**src/rtl/ezp_pkg.sv**
```systemverilog
// ezp_pkg: shared types, constants and codes for the emergency zone proximity check
// used by ezp_arith, the top level and its checker; no dependencies
`default_nettype none

package ezp_pkg;

    // serial arithmetic unit sizes
    localparam int ACC_W      = 54;
    localparam int OPB_W      = 24;
    localparam int CNT_W      = 6;
    localparam int DIV_STEPS  = 32;
    localparam int SQRT_STEPS = 27;

    // ports
    localparam int IN_DATA_W  = 48;
    localparam int OUT_DATA_W = 40;
    localparam int CFG_IDX_W  = 3;
    localparam int CFG_DATA_W = 14;

    // parameter defaults
    localparam int SCALE_FLOOR_PCT_DEF = 50;
    localparam int SCALE_SPEED_DEF     = 1000;

    // register indexes
    localparam logic [CFG_IDX_W-1:0] REG_FRONT      = 3'd0;
    localparam logic [CFG_IDX_W-1:0] REG_REAR       = 3'd1;
    localparam logic [CFG_IDX_W-1:0] REG_HALF_WIDTH = 3'd2;
    localparam logic [CFG_IDX_W-1:0] REG_MARGIN_F   = 3'd3;
    localparam logic [CFG_IDX_W-1:0] REG_MARGIN_R   = 3'd4;
    localparam logic [CFG_IDX_W-1:0] REG_MARGIN_S   = 3'd5;
    localparam logic [CFG_IDX_W-1:0] REG_DECEL      = 3'd6;
    localparam logic [CFG_IDX_W-1:0] REG_REACTION   = 3'd7;

    localparam logic CMD_START = 1'b0;

    typedef enum logic [1:0] {
        OP_MUL,
        OP_DIV,
        OP_SQRT
    } arith_op_t;

    typedef struct packed {
        logic             start;
        arith_op_t        op;
        logic [ACC_W-1:0] a;
        logic [OPB_W-1:0] b;
        logic [CNT_W-1:0] n;
    } arith_req_t;

    typedef struct packed {
        logic             done;
        logic [ACC_W-1:0] res;
    } arith_rsp_t;

    typedef enum logic [4:0] {
        ST_IDLE,
        ST_BRK_SQ,
        ST_BRK_DIV,
        ST_RT_MUL,
        ST_RT_DIV,
        ST_MRG_MUL,
        ST_MRG_DIV,
        ST_START_FIN,
        ST_PT_PREP,
        ST_QX,
        ST_QY,
        ST_QX_SQ,
        ST_QY_SQ,
        ST_N_SQRT,
        ST_BX_SQ,
        ST_BY_SQ,
        ST_D_SQRT,
        ST_HA,
        ST_HB,
        ST_HC,
        ST_HA_SQ,
        ST_HB_SQ,
        ST_HC_SQ,
        ST_OUT
    } ezp_state_t;

endpackage

`default_nettype wire

```
**src/rtl/ezp_arith.sv**
```systemverilog
// ezp_arith: bit-serial multiply, restoring divide and integer square root
// one bit (two radicand bits for the root) per cycle; depends on ezp_pkg
`default_nettype none

module ezp_arith
    import ezp_pkg::*;
(
    input  wire logic       clk,
    input  wire logic       rst_n,
    input  wire arith_req_t req,
    output arith_rsp_t      rsp
);

    logic             busy_reg;
    logic             done_reg;
    arith_op_t        op_reg;
    logic [CNT_W-1:0] cnt_reg;
    logic [ACC_W-1:0] sa_reg;
    logic [OPB_W-1:0] sb_reg;
    logic [ACC_W-1:0] acc_reg;
    logic [29:0]      rem_reg;

    logic [ACC_W-1:0] sa_next;
    logic [OPB_W-1:0] sb_next;
    logic [ACC_W-1:0] acc_next;
    logic [29:0]      rem_next;

    logic [OPB_W:0]   div_rem;
    logic [31:0]      sq_rem;
    logic [31:0]      sq_trial;

    assign div_rem  = {rem_reg[OPB_W-1:0], sa_reg[31]};
    assign sq_rem   = {rem_reg, sa_reg[ACC_W-1:ACC_W-2]};
    assign sq_trial = {3'b000, acc_reg[26:0], 2'b01};

    always_comb
    begin
        sa_next  = sa_reg;
        sb_next  = sb_reg;
        acc_next = acc_reg;
        rem_next = rem_reg;
        case (op_reg)
            OP_MUL:
            begin
                if (sb_reg[0])
                begin
                    acc_next = acc_reg + sa_reg;
                end
                sa_next = {sa_reg[ACC_W-2:0], 1'b0};
                sb_next = {1'b0, sb_reg[OPB_W-1:1]};
            end
            OP_DIV:
            begin
                // restoring step, quotient bits enter at the bottom
                if (div_rem >= {1'b0, sb_reg})
                begin
                    rem_next = 30'(div_rem - {1'b0, sb_reg});
                    acc_next = {acc_reg[ACC_W-2:0], 1'b1};
                end
                else
                begin
                    rem_next = 30'(div_rem);
                    acc_next = {acc_reg[ACC_W-2:0], 1'b0};
                end
                sa_next = {sa_reg[ACC_W-2:0], 1'b0};
            end
            OP_SQRT:
            begin
                if (sq_rem >= sq_trial)
                begin
                    rem_next = 30'(sq_rem - sq_trial);
                    acc_next = {acc_reg[ACC_W-2:0], 1'b1};
                end
                else
                begin
                    rem_next = 30'(sq_rem);
                    acc_next = {acc_reg[ACC_W-2:0], 1'b0};
                end
                sa_next = {sa_reg[ACC_W-3:0], 2'b00};
            end
            default:
            begin
                sa_next = sa_reg;
            end
        endcase
    end

    always_ff @(posedge clk or negedge rst_n)
    begin
        if (!rst_n)
        begin
            busy_reg <= 1'b0;
            done_reg <= 1'b0;
        end
        else
        begin
            done_reg <= 1'b0;
            if (req.start)
            begin
                busy_reg <= 1'b1;
            end
            else if (busy_reg && cnt_reg == CNT_W'(1))
            begin
                busy_reg <= 1'b0;
                done_reg <= 1'b1;
            end
        end
    end

    always_ff @(posedge clk)
    begin
        if (req.start)
        begin
            op_reg  <= req.op;
            cnt_reg <= req.n;
            sa_reg  <= req.a;
            sb_reg  <= req.b;
            acc_reg <= '0;
            rem_reg <= '0;
        end
        else if (busy_reg)
        begin
            cnt_reg <= cnt_reg - CNT_W'(1);
            sa_reg  <= sa_next;
            sb_reg  <= sb_next;
            acc_reg <= acc_next;
            rem_reg <= rem_next;
        end
    end

    assign rsp.done = done_reg;
    assign rsp.res  = acc_reg;

endmodule

`default_nettype wire

```
**src/rtl/emergency_zone_proximity_check.sv**
```systemverilog
// emergency_zone_proximity_check: top level, sequencer and zone datapath
// depends on ezp_pkg and ezp_arith
`default_nettype none

// One item at a time goes through a single bit-serial arithmetic unit (multiply,
// divide, square root). A start item computes the brake distance and three scaled
// margins. A point item runs the exact ellipse test only when it lies close enough
// to the zone. Input is taken only while the sequencer is idle; a result sits in
// an output register and the next item is accepted while it waits. No clearing
// pass after reset.

module emergency_zone_proximity_check
    import ezp_pkg::*;
#(
    parameter int SCALE_FLOOR_PCT = SCALE_FLOOR_PCT_DEF,
    parameter int SCALE_SPEED     = SCALE_SPEED_DEF
)
(
    input  wire logic                  clk,
    input  wire logic                  rst_n,
    // speed [12:0], point_x [28:13], point_y [44:29], zero [47:45]
    input  wire logic [IN_DATA_W-1:0]  s_tdata,
    // command
    input  wire logic                  s_tuser,
    input  wire logic                  s_tlast,
    input  wire logic                  s_tvalid,
    output logic                       s_tready,
    // min_normalized [15:0], footprint_dist [31:16], emergency [32], zero [39:33]
    output logic [OUT_DATA_W-1:0]      m_tdata,
    output logic                       m_tvalid,
    input  wire logic                  m_tready,
    input  wire logic                  cfg_wr_en,
    input  wire logic [CFG_IDX_W-1:0]  cfg_index,
    input  wire logic [CFG_DATA_W-1:0] cfg_wr_data
);

    localparam int NUM_CAP  = 100 * SCALE_SPEED;
    localparam int NUM_BASE = SCALE_FLOOR_PCT * SCALE_SPEED;
    localparam int NUM_W    = $clog2(NUM_CAP + 1);

    ezp_state_t state_reg, state_next;

    // configuration
    logic [11:0]        front_reg;
    logic signed [12:0] rear_reg;
    logic [10:0]        half_reg;
    logic [10:0]        mf_reg, mr_reg, ms_reg;
    logic [13:0]        decel_reg;
    logic [10:0]        rt_reg;

    // scan state
    logic signed [23:0] zone_min_x_reg, zone_max_x_reg;
    logic [11:0]        scaled_front_reg, scaled_rear_reg, scaled_side_reg;
    logic [15:0]        best_n_reg, best_d_reg;
    logic               hit_reg;

    // item working registers
    logic               last_reg;
    logic               vneg_reg;
    logic [12:0]        av_reg;
    logic [NUM_W-1:0]   num_reg;
    logic [15:0]        px_reg, py_reg;
    logic [16:0]        brake_reg;
    logic [1:0]         mrg_idx_reg;
    logic [15:0]        dx_reg, dy_reg, bx_reg;
    logic [11:0]        mx_reg;
    logic               small_reg;
    logic [23:0]        qx_reg, qy_reg;
    logic [21:0]        c_reg;
    logic [ACC_W-1:0]   acc_reg;
    logic               issued_reg;

    logic               out_valid_reg;
    logic [15:0]        out_n_reg, out_d_reg;
    logic               out_e_reg;

    arith_req_t req;
    arith_rsp_t rsp;
    logic       calc;
    logic       out_load;
    logic       in_fire;

    logic signed [12:0] speed_in;
    logic [12:0]        av_in;
    logic [31:0]        num_full;
    logic [10:0]        mrg_sel;
    logic [13:0]        decel_c;
    logic [15:0]        res_sat;

    logic signed [23:0] pxe, rear_ext, front_ext, brake_ext;
    logic signed [23:0] diff_hi, diff_lo, b1, b2, bm;
    logic               gt, lt;
    logic [16:0]        py_ext, ay;
    logic [15:0]        dx_c, dy_c, bx_c;
    logic [11:0]        mx_c;

    ezp_arith u_arith (
        .clk   (clk),
        .rst_n (rst_n),
        .req   (req),
        .rsp   (rsp)
    );

    assign in_fire  = s_tvalid && s_tready;
    assign speed_in = $signed(s_tdata[12:0]);
    assign av_in    = speed_in[12] ? 13'(-speed_in) : 13'(speed_in);
    assign num_full = 32'(NUM_BASE) + 32'(100 - SCALE_FLOOR_PCT) * 32'(av_in);
    assign decel_c  = (decel_reg < 14'd100) ? 14'd100 : decel_reg;
    assign res_sat  = (|rsp.res[ACC_W-1:16]) ? 16'hFFFF : rsp.res[15:0];

    always_comb
    begin
        case (mrg_idx_reg)
            2'd0:    mrg_sel = mf_reg;
            2'd1:    mrg_sel = mr_reg;
            default: mrg_sel = ms_reg;
        endcase
    end

    // point geometry against the stretched zone and the bare footprint
    assign pxe       = $signed({{8{px_reg[15]}}, px_reg});
    assign rear_ext  = $signed({{11{rear_reg[12]}}, rear_reg});
    assign front_ext = $signed({12'b0, front_reg});
    assign brake_ext = $signed({7'b0, brake_reg});
    assign diff_hi   = pxe - zone_max_x_reg;
    assign diff_lo   = zone_min_x_reg - pxe;
    assign gt        = pxe > zone_max_x_reg;
    assign lt        = pxe < zone_min_x_reg;
    assign dx_c      = gt ? diff_hi[15:0] : (lt ? diff_lo[15:0] : 16'd0);
    assign mx_c      = (!gt && lt) ? scaled_rear_reg : scaled_front_reg;
    assign py_ext    = {py_reg[15], py_reg};
    assign ay        = py_reg[15] ? 17'(-py_ext) : py_ext;
    assign dy_c      = (ay > {6'b0, half_reg}) ? 16'(ay - {6'b0, half_reg}) : 16'd0;
    assign b1        = pxe - front_ext;
    assign b2        = rear_ext - pxe;
    assign bm        = (b2 > b1) ? b2 : b1;
    assign bx_c      = bm[23] ? 16'd0 : bm[15:0];

    // next state
    always_comb
    begin
        state_next = state_reg;
        case (state_reg)
            ST_IDLE:
            begin
                if (in_fire)
                begin
                    state_next = (s_tuser == CMD_START) ? ST_BRK_SQ : ST_PT_PREP;
                end
            end
            ST_BRK_SQ:  if (rsp.done) state_next = ST_BRK_DIV;
            ST_BRK_DIV: if (rsp.done) state_next = ST_RT_MUL;
            ST_RT_MUL:  if (rsp.done) state_next = ST_RT_DIV;
            ST_RT_DIV:  if (rsp.done) state_next = ST_MRG_MUL;
            ST_MRG_MUL: if (rsp.done) state_next = ST_MRG_DIV;
            ST_MRG_DIV:
            begin
                if (rsp.done)
                begin
                    state_next = (mrg_idx_reg == 2'd2) ? ST_START_FIN : ST_MRG_MUL;
                end
            end
            ST_START_FIN: state_next = last_reg ? ST_OUT : ST_IDLE;
            ST_PT_PREP:   state_next = ST_QX;
            ST_QX:      if (rsp.done) state_next = ST_QY;
            ST_QY:      if (rsp.done) state_next = ST_QX_SQ;
            ST_QX_SQ:   if (rsp.done) state_next = ST_QY_SQ;
            ST_QY_SQ:   if (rsp.done) state_next = ST_N_SQRT;
            ST_N_SQRT:  if (rsp.done) state_next = ST_BX_SQ;
            ST_BX_SQ:   if (rsp.done) state_next = ST_BY_SQ;
            ST_BY_SQ:   if (rsp.done) state_next = ST_D_SQRT;
            ST_D_SQRT:
            begin
                if (rsp.done)
                begin
                    // far points cannot be inside the ellipse
                    state_next = small_reg ? ST_HA : (last_reg ? ST_OUT : ST_IDLE);
                end
            end
            ST_HA:      if (rsp.done) state_next = ST_HB;
            ST_HB:      if (rsp.done) state_next = ST_HC;
            ST_HC:      if (rsp.done) state_next = ST_HA_SQ;
            ST_HA_SQ:   if (rsp.done) state_next = ST_HB_SQ;
            ST_HB_SQ:   if (rsp.done) state_next = ST_HC_SQ;
            ST_HC_SQ:   if (rsp.done) state_next = last_reg ? ST_OUT : ST_IDLE;
            ST_OUT:     if (out_load) state_next = ST_IDLE;
            default:    state_next = ST_IDLE;
        endcase
    end

    // outputs of the sequencer: handshake and arithmetic requests
    always_comb
    begin
        req      = '0;
        req.op   = OP_MUL;
        calc     = 1'b1;
        s_tready = 1'b0;
        out_load = 1'b0;
        case (state_reg)
            ST_IDLE:
            begin
                calc     = 1'b0;
                s_tready = 1'b1;
            end
            ST_BRK_SQ:
            begin
                req.a = ACC_W'(av_reg);
                req.b = OPB_W'(av_reg);
                req.n = CNT_W'(13);
            end
            ST_BRK_DIV:
            begin
                req.op = OP_DIV;
                req.a  = acc_reg;
                req.b  = OPB_W'({decel_c, 1'b0});
                req.n  = CNT_W'(DIV_STEPS);
            end
            ST_RT_MUL:
            begin
                req.a = ACC_W'(av_reg);
                req.b = OPB_W'(rt_reg);
                req.n = CNT_W'(11);
            end
            ST_RT_DIV:
            begin
                req.op = OP_DIV;
                req.a  = acc_reg;
                req.b  = OPB_W'(1000);
                req.n  = CNT_W'(DIV_STEPS);
            end
            ST_MRG_MUL:
            begin
                req.a = ACC_W'(num_reg);
                req.b = OPB_W'(mrg_sel);
                req.n = CNT_W'(11);
            end
            ST_MRG_DIV:
            begin
                req.op = OP_DIV;
                req.a  = acc_reg;
                req.b  = OPB_W'(NUM_CAP);
                req.n  = CNT_W'(DIV_STEPS);
            end
            ST_QX:
            begin
                req.op = OP_DIV;
                req.a  = ACC_W'({dx_reg, 8'b0});
                req.b  = OPB_W'(mx_reg);
                req.n  = CNT_W'(DIV_STEPS);
            end
            ST_QY:
            begin
                req.op = OP_DIV;
                req.a  = ACC_W'({dy_reg, 8'b0});
                req.b  = OPB_W'(scaled_side_reg);
                req.n  = CNT_W'(DIV_STEPS);
            end
            ST_QX_SQ:
            begin
                req.a = ACC_W'(qx_reg);
                req.b = qx_reg;
                req.n = CNT_W'(24);
            end
            ST_QY_SQ:
            begin
                req.a = ACC_W'(qy_reg);
                req.b = qy_reg;
                req.n = CNT_W'(24);
            end
            ST_N_SQRT, ST_D_SQRT:
            begin
                req.op = OP_SQRT;
                req.a  = acc_reg;
                req.n  = CNT_W'(SQRT_STEPS);
            end
            ST_BX_SQ:
            begin
                req.a = ACC_W'(bx_reg);
                req.b = OPB_W'(bx_reg);
                req.n = CNT_W'(16);
            end
            ST_BY_SQ:
            begin
                req.a = ACC_W'(dy_reg);
                req.b = OPB_W'(dy_reg);
                req.n = CNT_W'(16);
            end
            ST_HA:
            begin
                req.a = ACC_W'(dx_reg);
                req.b = OPB_W'(scaled_side_reg);
                req.n = CNT_W'(12);
            end
            ST_HB:
            begin
                req.a = ACC_W'(dy_reg);
                req.b = OPB_W'(mx_reg);
                req.n = CNT_W'(12);
            end
            ST_HC:
            begin
                req.a = ACC_W'(mx_reg);
                req.b = OPB_W'(scaled_side_reg);
                req.n = CNT_W'(12);
            end
            ST_HA_SQ:
            begin
                req.a = ACC_W'(qx_reg[21:0]);
                req.b = OPB_W'(qx_reg[21:0]);
                req.n = CNT_W'(22);
            end
            ST_HB_SQ:
            begin
                req.a = ACC_W'(qy_reg[21:0]);
                req.b = OPB_W'(qy_reg[21:0]);
                req.n = CNT_W'(22);
            end
            ST_HC_SQ:
            begin
                req.a = ACC_W'(c_reg);
                req.b = OPB_W'(c_reg);
                req.n = CNT_W'(22);
            end
            ST_OUT:
            begin
                calc     = 1'b0;
                out_load = !out_valid_reg || m_tready;
            end
            default:
            begin
                calc = 1'b0;
            end
        endcase
        req.start = calc && !issued_reg;
    end

    // control, configuration and scan state
    always_ff @(posedge clk or negedge rst_n)
    begin
        if (!rst_n)
        begin
            state_reg        <= ST_IDLE;
            issued_reg       <= 1'b0;
            out_valid_reg    <= 1'b0;
            front_reg        <= 12'd300;
            rear_reg         <= -13'sd300;
            half_reg         <= 11'd250;
            mf_reg           <= 11'd200;
            mr_reg           <= 11'd100;
            ms_reg           <= 11'd100;
            decel_reg        <= 14'd1000;
            rt_reg           <= 11'd100;
            zone_min_x_reg   <= '0;
            zone_max_x_reg   <= '0;
            scaled_front_reg <= 12'd1;
            scaled_rear_reg  <= 12'd1;
            scaled_side_reg  <= 12'd1;
            best_n_reg       <= 16'hFFFF;
            best_d_reg       <= 16'hFFFF;
            hit_reg          <= 1'b0;
        end
        else
        begin
            state_reg <= state_next;
            if (req.start)
            begin
                issued_reg <= 1'b1;
            end
            else if (rsp.done)
            begin
                issued_reg <= 1'b0;
            end

            if (out_load)
            begin
                out_valid_reg <= 1'b1;
            end
            else if (m_tready)
            begin
                out_valid_reg <= 1'b0;
            end

            if (cfg_wr_en)
            begin
                case (cfg_index)
                    REG_FRONT:      front_reg <= cfg_wr_data[11:0];
                    REG_REAR:       rear_reg  <= $signed(cfg_wr_data[12:0]);
                    REG_HALF_WIDTH: half_reg  <= cfg_wr_data[10:0];
                    REG_MARGIN_F:   mf_reg    <= cfg_wr_data[10:0];
                    REG_MARGIN_R:   mr_reg    <= cfg_wr_data[10:0];
                    REG_MARGIN_S:   ms_reg    <= cfg_wr_data[10:0];
                    REG_DECEL:      decel_reg <= cfg_wr_data;
                    REG_REACTION:   rt_reg    <= cfg_wr_data[10:0];
                    default:        rt_reg    <= rt_reg;
                endcase
            end

            if (state_reg == ST_MRG_DIV && rsp.done)
            begin
                case (mrg_idx_reg)
                    2'd0:
                        scaled_front_reg <= (rsp.res[11:0] == 12'd0) ? 12'd1 : rsp.res[11:0];
                    2'd1:
                        scaled_rear_reg  <= (rsp.res[11:0] == 12'd0) ? 12'd1 : rsp.res[11:0];
                    default:
                        scaled_side_reg  <= (rsp.res[11:0] == 12'd0) ? 12'd1 : rsp.res[11:0];
                endcase
            end

            if (state_reg == ST_START_FIN)
            begin
                zone_min_x_reg <= vneg_reg ? rear_ext - brake_ext : rear_ext;
                zone_max_x_reg <= vneg_reg ? front_ext : front_ext + brake_ext;
                best_n_reg     <= 16'hFFFF;
                best_d_reg     <= 16'hFFFF;
                hit_reg        <= 1'b0;
            end

            if (state_reg == ST_N_SQRT && rsp.done && res_sat < best_n_reg)
            begin
                best_n_reg <= res_sat;
            end
            if (state_reg == ST_D_SQRT && rsp.done && res_sat < best_d_reg)
            begin
                best_d_reg <= res_sat;
            end
            // exact ellipse test: (dx*ms)^2 + (dy*mx)^2 < (mx*ms)^2
            if (state_reg == ST_HC_SQ && rsp.done && acc_reg < rsp.res)
            begin
                hit_reg <= 1'b1;
            end
        end
    end

    // item working registers
    always_ff @(posedge clk)
    begin
        if (in_fire)
        begin
            last_reg    <= s_tlast;
            vneg_reg    <= speed_in[12];
            av_reg      <= av_in;
            num_reg     <= (num_full > 32'(NUM_CAP)) ? NUM_W'(NUM_CAP) : NUM_W'(num_full);
            px_reg      <= s_tdata[28:13];
            py_reg      <= s_tdata[44:29];
            mrg_idx_reg <= 2'd0;
        end

        case (state_reg)
            ST_BRK_SQ, ST_RT_MUL, ST_MRG_MUL, ST_QX_SQ, ST_BX_SQ, ST_HA_SQ:
            begin
                if (rsp.done)
                begin
                    acc_reg <= rsp.res;
                end
            end
            ST_QY_SQ, ST_BY_SQ, ST_HB_SQ:
            begin
                if (rsp.done)
                begin
                    acc_reg <= acc_reg + rsp.res;
                end
            end
            ST_BRK_DIV:
            begin
                if (rsp.done)
                begin
                    brake_reg <= rsp.res[16:0];
                end
            end
            ST_RT_DIV:
            begin
                if (rsp.done)
                begin
                    brake_reg <= brake_reg + rsp.res[16:0];
                end
            end
            ST_MRG_DIV:
            begin
                if (rsp.done)
                begin
                    mrg_idx_reg <= mrg_idx_reg + 2'd1;
                end
            end
            ST_PT_PREP:
            begin
                dx_reg    <= dx_c;
                dy_reg    <= dy_c;
                bx_reg    <= bx_c;
                mx_reg    <= mx_c;
                small_reg <= ({4'b0, mx_c} > dx_c) && ({4'b0, scaled_side_reg} > dy_c);
            end
            ST_QX, ST_HA:
            begin
                if (rsp.done)
                begin
                    qx_reg <= rsp.res[23:0];
                end
            end
            ST_QY, ST_HB:
            begin
                if (rsp.done)
                begin
                    qy_reg <= rsp.res[23:0];
                end
            end
            ST_HC:
            begin
                if (rsp.done)
                begin
                    c_reg <= rsp.res[21:0];
                end
            end
            default:
            begin
                c_reg <= c_reg;
            end
        endcase

        if (out_load)
        begin
            out_n_reg <= best_n_reg;
            out_d_reg <= best_d_reg;
            out_e_reg <= hit_reg;
        end
    end

    assign m_tvalid = out_valid_reg;
    assign m_tdata  = {7'b0, out_e_reg, out_d_reg, out_n_reg};

endmodule

`default_nettype wire

```
**config.mk**
```make
export PLATFORM = sky130hd
export DESIGN_NAME = emergency_zone_proximity_check
export DESIGN_NICKNAME = d
export VERILOG_FILES = /design/src/rtl/ezp_pkg.sv /design/src/rtl/ezp_arith.sv /design/src/rtl/emergency_zone_proximity_check.sv
export SDC_FILE = /design/constraint.sdc
export NUM_CORES = 2
export LEC_CHECK = 0
export BUFFER_PORTS_ARGS = -buffer_cell sky130_fd_sc_hd__buf_2
export CAP_MARGIN = 0
export CORE_MARGIN = 2
export CORE_UTILIZATION = 55
export CTS_CLUSTER_SIZE = 14
export DETAILED_ROUTE_END_ITERATION = 7
export PLACE_DENSITY = 0.74
export SLEW_MARGIN = 20
export SYNTH_ARGS = -nofsm -noshare
export SYNTH_HDL_FRONTEND = slang
export SYNTH_SLANG_ARGS = --single-unit
```
**constraint.sdc**
```tcl
create_clock -name clk -period 9.2 [get_ports clk]
set_input_delay 2.76 -clock clk [delete_from_list [all_inputs] [get_ports clk]]
set_output_delay 2.76 -clock clk [all_outputs]
set_load 0.01 [all_outputs]
```
# Yosys cells after proc, flatten, opt, wreduce, memory -nomap -nowiden
# Index checks and enable logic that the tools add are counted.
# op_classes
add_sub_neg	17
n_mul	1
magnitude_cmp	13
eq_ne	60
n_mux	84
bitwise_logic	1
n_reduce_logical	75
# ops
cell	count
$pmux W54 S14	1
$pmux W24 S15	1
$mux W54	5
$pmux W54 S2	2
$pmux W54 S3	1
$mux W24	5
$mux W5	24
$pmux W5 S24	1
$mux W16	7
$add A54 B54 Y54	2
$mux W30	2
$pmux W30 S2	1
$lt A54 B54 Y1	1
$mux W17	3
$pmux W6 S8	1
$ne A2 B1 Y1 const B	23
$eq A5 B4 Y1 const B	8
$eq A5 B5 Y1 const B	8
$reduce_or A38 Y1	1
$pmux W17 S2	1
$reduce_and A2 Y1	17
$ge A32 B29 Y1	1
$gt A12 B16 Y1	2
$lt A16 B16 Y1	2
other kinds (59)	131
# word_totals
reg_bits	685
elab_cells	298

# Logic depth before layout (Yosys ltp)
# depth
depth_word	6
mapped_depth	28

# Hierarchy
# Synthesis repeated with hierarchy kept, for this count alone.
# unflattened
cells_unflattened	5443
area_unflattened_um2	49929.1
# by_module_without_submodules
mod	instances	cells_each	area_per_inst_um2	seq_area_each_um2
emergency_zone_proximity_check	1	3711	35725.5	14257.4
ezp_arith	1	1732	14203.6	4314.1

# Worst setup path before layout
# OpenSTA, ideal clock, no wires.
# synth_path
kind	input port to flip-flop
from	input s_tdata[5]
to	register num_reg[5], data pin
setup_time_ns	0.259
arrival_ns	7.455
t_required_ns	8.941
slack_ns	1.486
path_stages	19
path_cell_list	nor4_1 > nand2_1 > and2_1 > xnor2_1 > inv_1 > ha_1 > ha_1 > fa_1 > ha_1 > o21a_1 > a211oi_1 > nor2_1 > xor2_1 > mux2_2 > o32ai_1 > a211o_2 > or3b_1 > buf_2 > or2_1
# synth_via
elab_chain_len	5
# synth_lines
item	line_no	text
start: declaration	emergency_zone_proximity_check.sv:22	input wire logic [IN_DATA_W-1:0] s_tdata,
$neg A13 Y13	emergency_zone_proximity_check.sv:106	assign av_in = speed_in[12] ? 13'(-speed_in) : 13'(speed_in);
$mux W13	emergency_zone_proximity_check.sv:106	
named net av_in[6]	emergency_zone_proximity_check.sv:84	logic [12:0] av_in;
$mul A5 B13 Y18	emergency_zone_proximity_check.sv:107	assign num_full = 32'(NUM_BASE) + 32'(100 - SCALE_FLOOR_PCT) * 32'(av_in);
$add A16 B19 Y20	emergency_zone_proximity_check.sv:107	
$gt A20 B17 Y1	emergency_zone_proximity_check.sv:443	num_reg <= (num_full > 32'(NUM_CAP)) ? NUM_W'(NUM_CAP) : NUM_W'(num_full);
end signal: assignment	emergency_zone_proximity_check.sv:443	
end: declaration	emergency_zone_proximity_check.sv:61	logic [NUM_W-1:0] num_reg;
# The timed path passes the listed nets, and every way through them passes these cells.
# A chain may end at the register's enable or synchronous reset.

# Final worst setup path
# layout_path
from	input s_tdata[4]
to	register num_reg[5], data pin
# Same word-level chain as after synthesis.

==> run metrics <==
run status finished, final reports clean; Mean Syn Cell Area roughly 9.2 um^2; vias per cell 6.35; register area share after synthesis 0.379; first-pass GRT wire length about 230000 um; die width 303 um; DRC viols 0; clk buf depth 3; Clock Sinks 679; largest net degree at the start of global routing between 70 and 80; share of the synthesized area in the top cell type 0.235; 1st-iter DRT viols 4225; share of cells above drive strength 1 0.100; r2r endpoint small_reg; Slew Limit Fails 0; Critical Path Source Type input pin; library cells used by synthesis 106; family with the most delay on the worst path simple AND/OR/NAND/NOR gates; CTS buffer count 80; Post-CTS Hold Buffers 0; final hold viol count 0; Final ANT Viol Nets 0; Global Route Usage Sum 0.328; CTS resizes 0; pre-CTS setup slack ~790 ps; total grt overflow 0; num rows 109; commonest cells after routing, fill and taps aside ha_1, nand2_1, a21oi_1; Detailed Routing Iterations Pass 1 8; Synth area leader edfxtp_1; Layout fillers 7585; synth top area cells edfxtp_1, ha_1, dfrtp_1, a21oi_1, o21ai_0; max incr delay on CP 530 ps; Pwr Total 0.0211 W; WL/cell 23.2 um; worst path cell trace buf_2 > nor4_1 > nand2_1 > and2_1 > xnor2_1 > inv_1 > ha_1 > ha_1 > fa_1 > ha_1 > o21a_1 > a211oi_1 > nor2_1 > xor2_1 > mux2_2 > o32ai_1 > a211o_2 > or3b_1 > or2_1; Tmin final roughly 7800 ps; Post-synth EDFFs 384; Crit path depth 19; RSZ-0062 raised after global routing false; CP endpoint num_reg[5]; Vert. Die Dim 303 um; Critical Path RT 9580 ps; synthesized area 49100 um^2; Crit Path Class input pin to register; fin worst setup slack 1400 ps; commonest non-fill, non-tap cell in the layout ha_1; YS warnings 0; Max Fanout on Critical Path 11; I/O pin total 114; CP most frequent cell ha_1; DP Wirelength 113000 um; H-tree levels 3; final setup violating endpoints 0; pwr dens 395 nW/um^2; CP max-delay cell or3b_1; final worst-path cycle share 0.848; Worst-Skew Late Latency about 660 ps; peak supply drop 0.000221 V; # nets final 5941; Max Cap Violations 0; PortBufs 103; area taken by multi-input logic gates 28100 um^2; Routed WL between 150000 and 200000 um; sequential cell area 18600 um^2; Vias 41.9k; HP Class register to register; internal reg-to-reg setup slack 3180 ps; vias in the first global route slightly below 40k; initial antenna violation count 6; Final Wtd Congestion 1.01; Worst slew margin 0.203; Worst Tran Pin Value around 1200 ps; area grow syn2layout 9.05%; clock root buffer clkbuf_16; R2R cell count 18; Worst-path clk slew 70 ps; Worst R2R Start px_reg[1]; CP Capture Type register; Pleak 22.7 nW; ys flop type edfxtp_1; TritonCTS clock tree built; post-route setup TNS 0 ps; die area 91600 um^2; Starting Density 0.555; Post-synth ARST share 0.308; Core Util, Final 0.605; Crit path buffers/inverters 2; crit path DAT 8180 ps; upper clock frequency limit 0.128 GHz; Core Box Area 88400 um^2; clk_skew 37.7 ps; final hold slack roughly 480 ps; post-CTS setup buffer count 0; Post-Syn Instances 5358; Yosys reg bits 679; Worst Setup SP s_tdata[4]
## cells in the mapped netlist (all sizes together) (12+ instances only)
cell type,n
or2,22
dfxtp,86
o22ai,35
or4,18
nor3,82
o21ai,441
xnor2,206
dfrtp,138
nor2b,68
fa,17
clkbuf,216
mux2,85
a21oi,422
nand4,49
a31o,13
inv,418
buf,23
nand2b,60
mux2i,103
a21boi,17
o21a,56
nor4,33
edfxtp,384
nor2,373
a211o,13
a2111oi,12
a21o,117
o2111ai,18
a31oi,47
xor2,83
o31ai,27
and2,31
o211ai,50
a222oi,32
or3,37
o21bai,53
a22oi,68
a221oi,39
and3,36
a211oi,75
ha,478
nand2,465
dfstp,71
nand3,97
## metal layers
| metal | wire length [um] | GRT usage | vias up |
|---|---|---|---|
| met5 | 37 | 0 | - |
| met4 | 9080 | 0.171 | 6 |
| met3 | 11700 | 0.0510 | 423 |
| li1 | - | - | 19600 |
| met1 | 62300 | 0.427 | 20100 |
| met2 | 69900 | 0.529 | 1799 |
## worst min-delay path by stage
stage,startpoint,end,slack (ps),cells after the start
2_1_floorplan,hit_reg,out_e_reg,430,0
3_3_place_gp,scaled_front_reg[10],scaled_front_reg[10],460,2
3_5_place_dp,scaled_front_reg[7],scaled_front_reg[7],470,2
4_1_cts,scaled_rear_reg[10],scaled_rear_reg[10],480,2
5_1_grt,zone_max_x_reg[15],zone_max_x_reg[15],500,2
6_report,scaled_front_reg[4],scaled_front_reg[4],480,2
## stage by stage
step	cells	area, um^2
after global placement	6457	50700
after CTS	6605	53500
after detailed placement	6457	50700
after floorplan	5364	49100
after global routing	6605	53500
final	6606	53500
## final cells by class
cell class / count / share of cell area
sequential: 679 / 0.347
clock buffer: 104 / 0.0420
inverter: 420 / 0.0295
multi-input combinational: 4026 / 0.525
clock inverter: 44 / 0.0100
antenna: 1 / 0.0000468
timing repair buffer: 167 / 0.0188
tap: 1165 / 0.0273
## logic make-up (layout without fill, tap and decap cells)
group,Yosys count,in the layout,share of synthesized area
compound gates,1643,1643,0.214
xor+xnor,289,289,0.0521
fa+ha+maj,495,495,0.129
buf+inv,659,735,0.0512
flops,679,679,0.379
mux,188,188,0.0405
other cells,1,8,0.0000764
simple gates,1404,1404,0.134
## power by group
part / leakage, nW / total [W] / internal, W / switching [W]
Sequential: 6.73 / 0.00534 / 0.00444 / 0.000903
Combinational: 14.6 / 0.0124 / 0.00480 / 0.00760
Clock: 1.37 / 0.00339 / 0.00204 / 0.00135
## worst register-to-register path: cells and delay by family, from the launching register on
| family | cells | cell delay [ps] |
|---|---|---|
| muxes | 1 | 500 |
| adders and majority gates | 2 | 660 |
| and+or+nand+nor | 6 | 1740 |
| DFF | 1 | 530 |
| buffers and inverters | 1 | 290 |
| AOI/OAI and AO/OA | 8 | 2140 |
No activity file was read; power rests on OpenSTA's default activity.
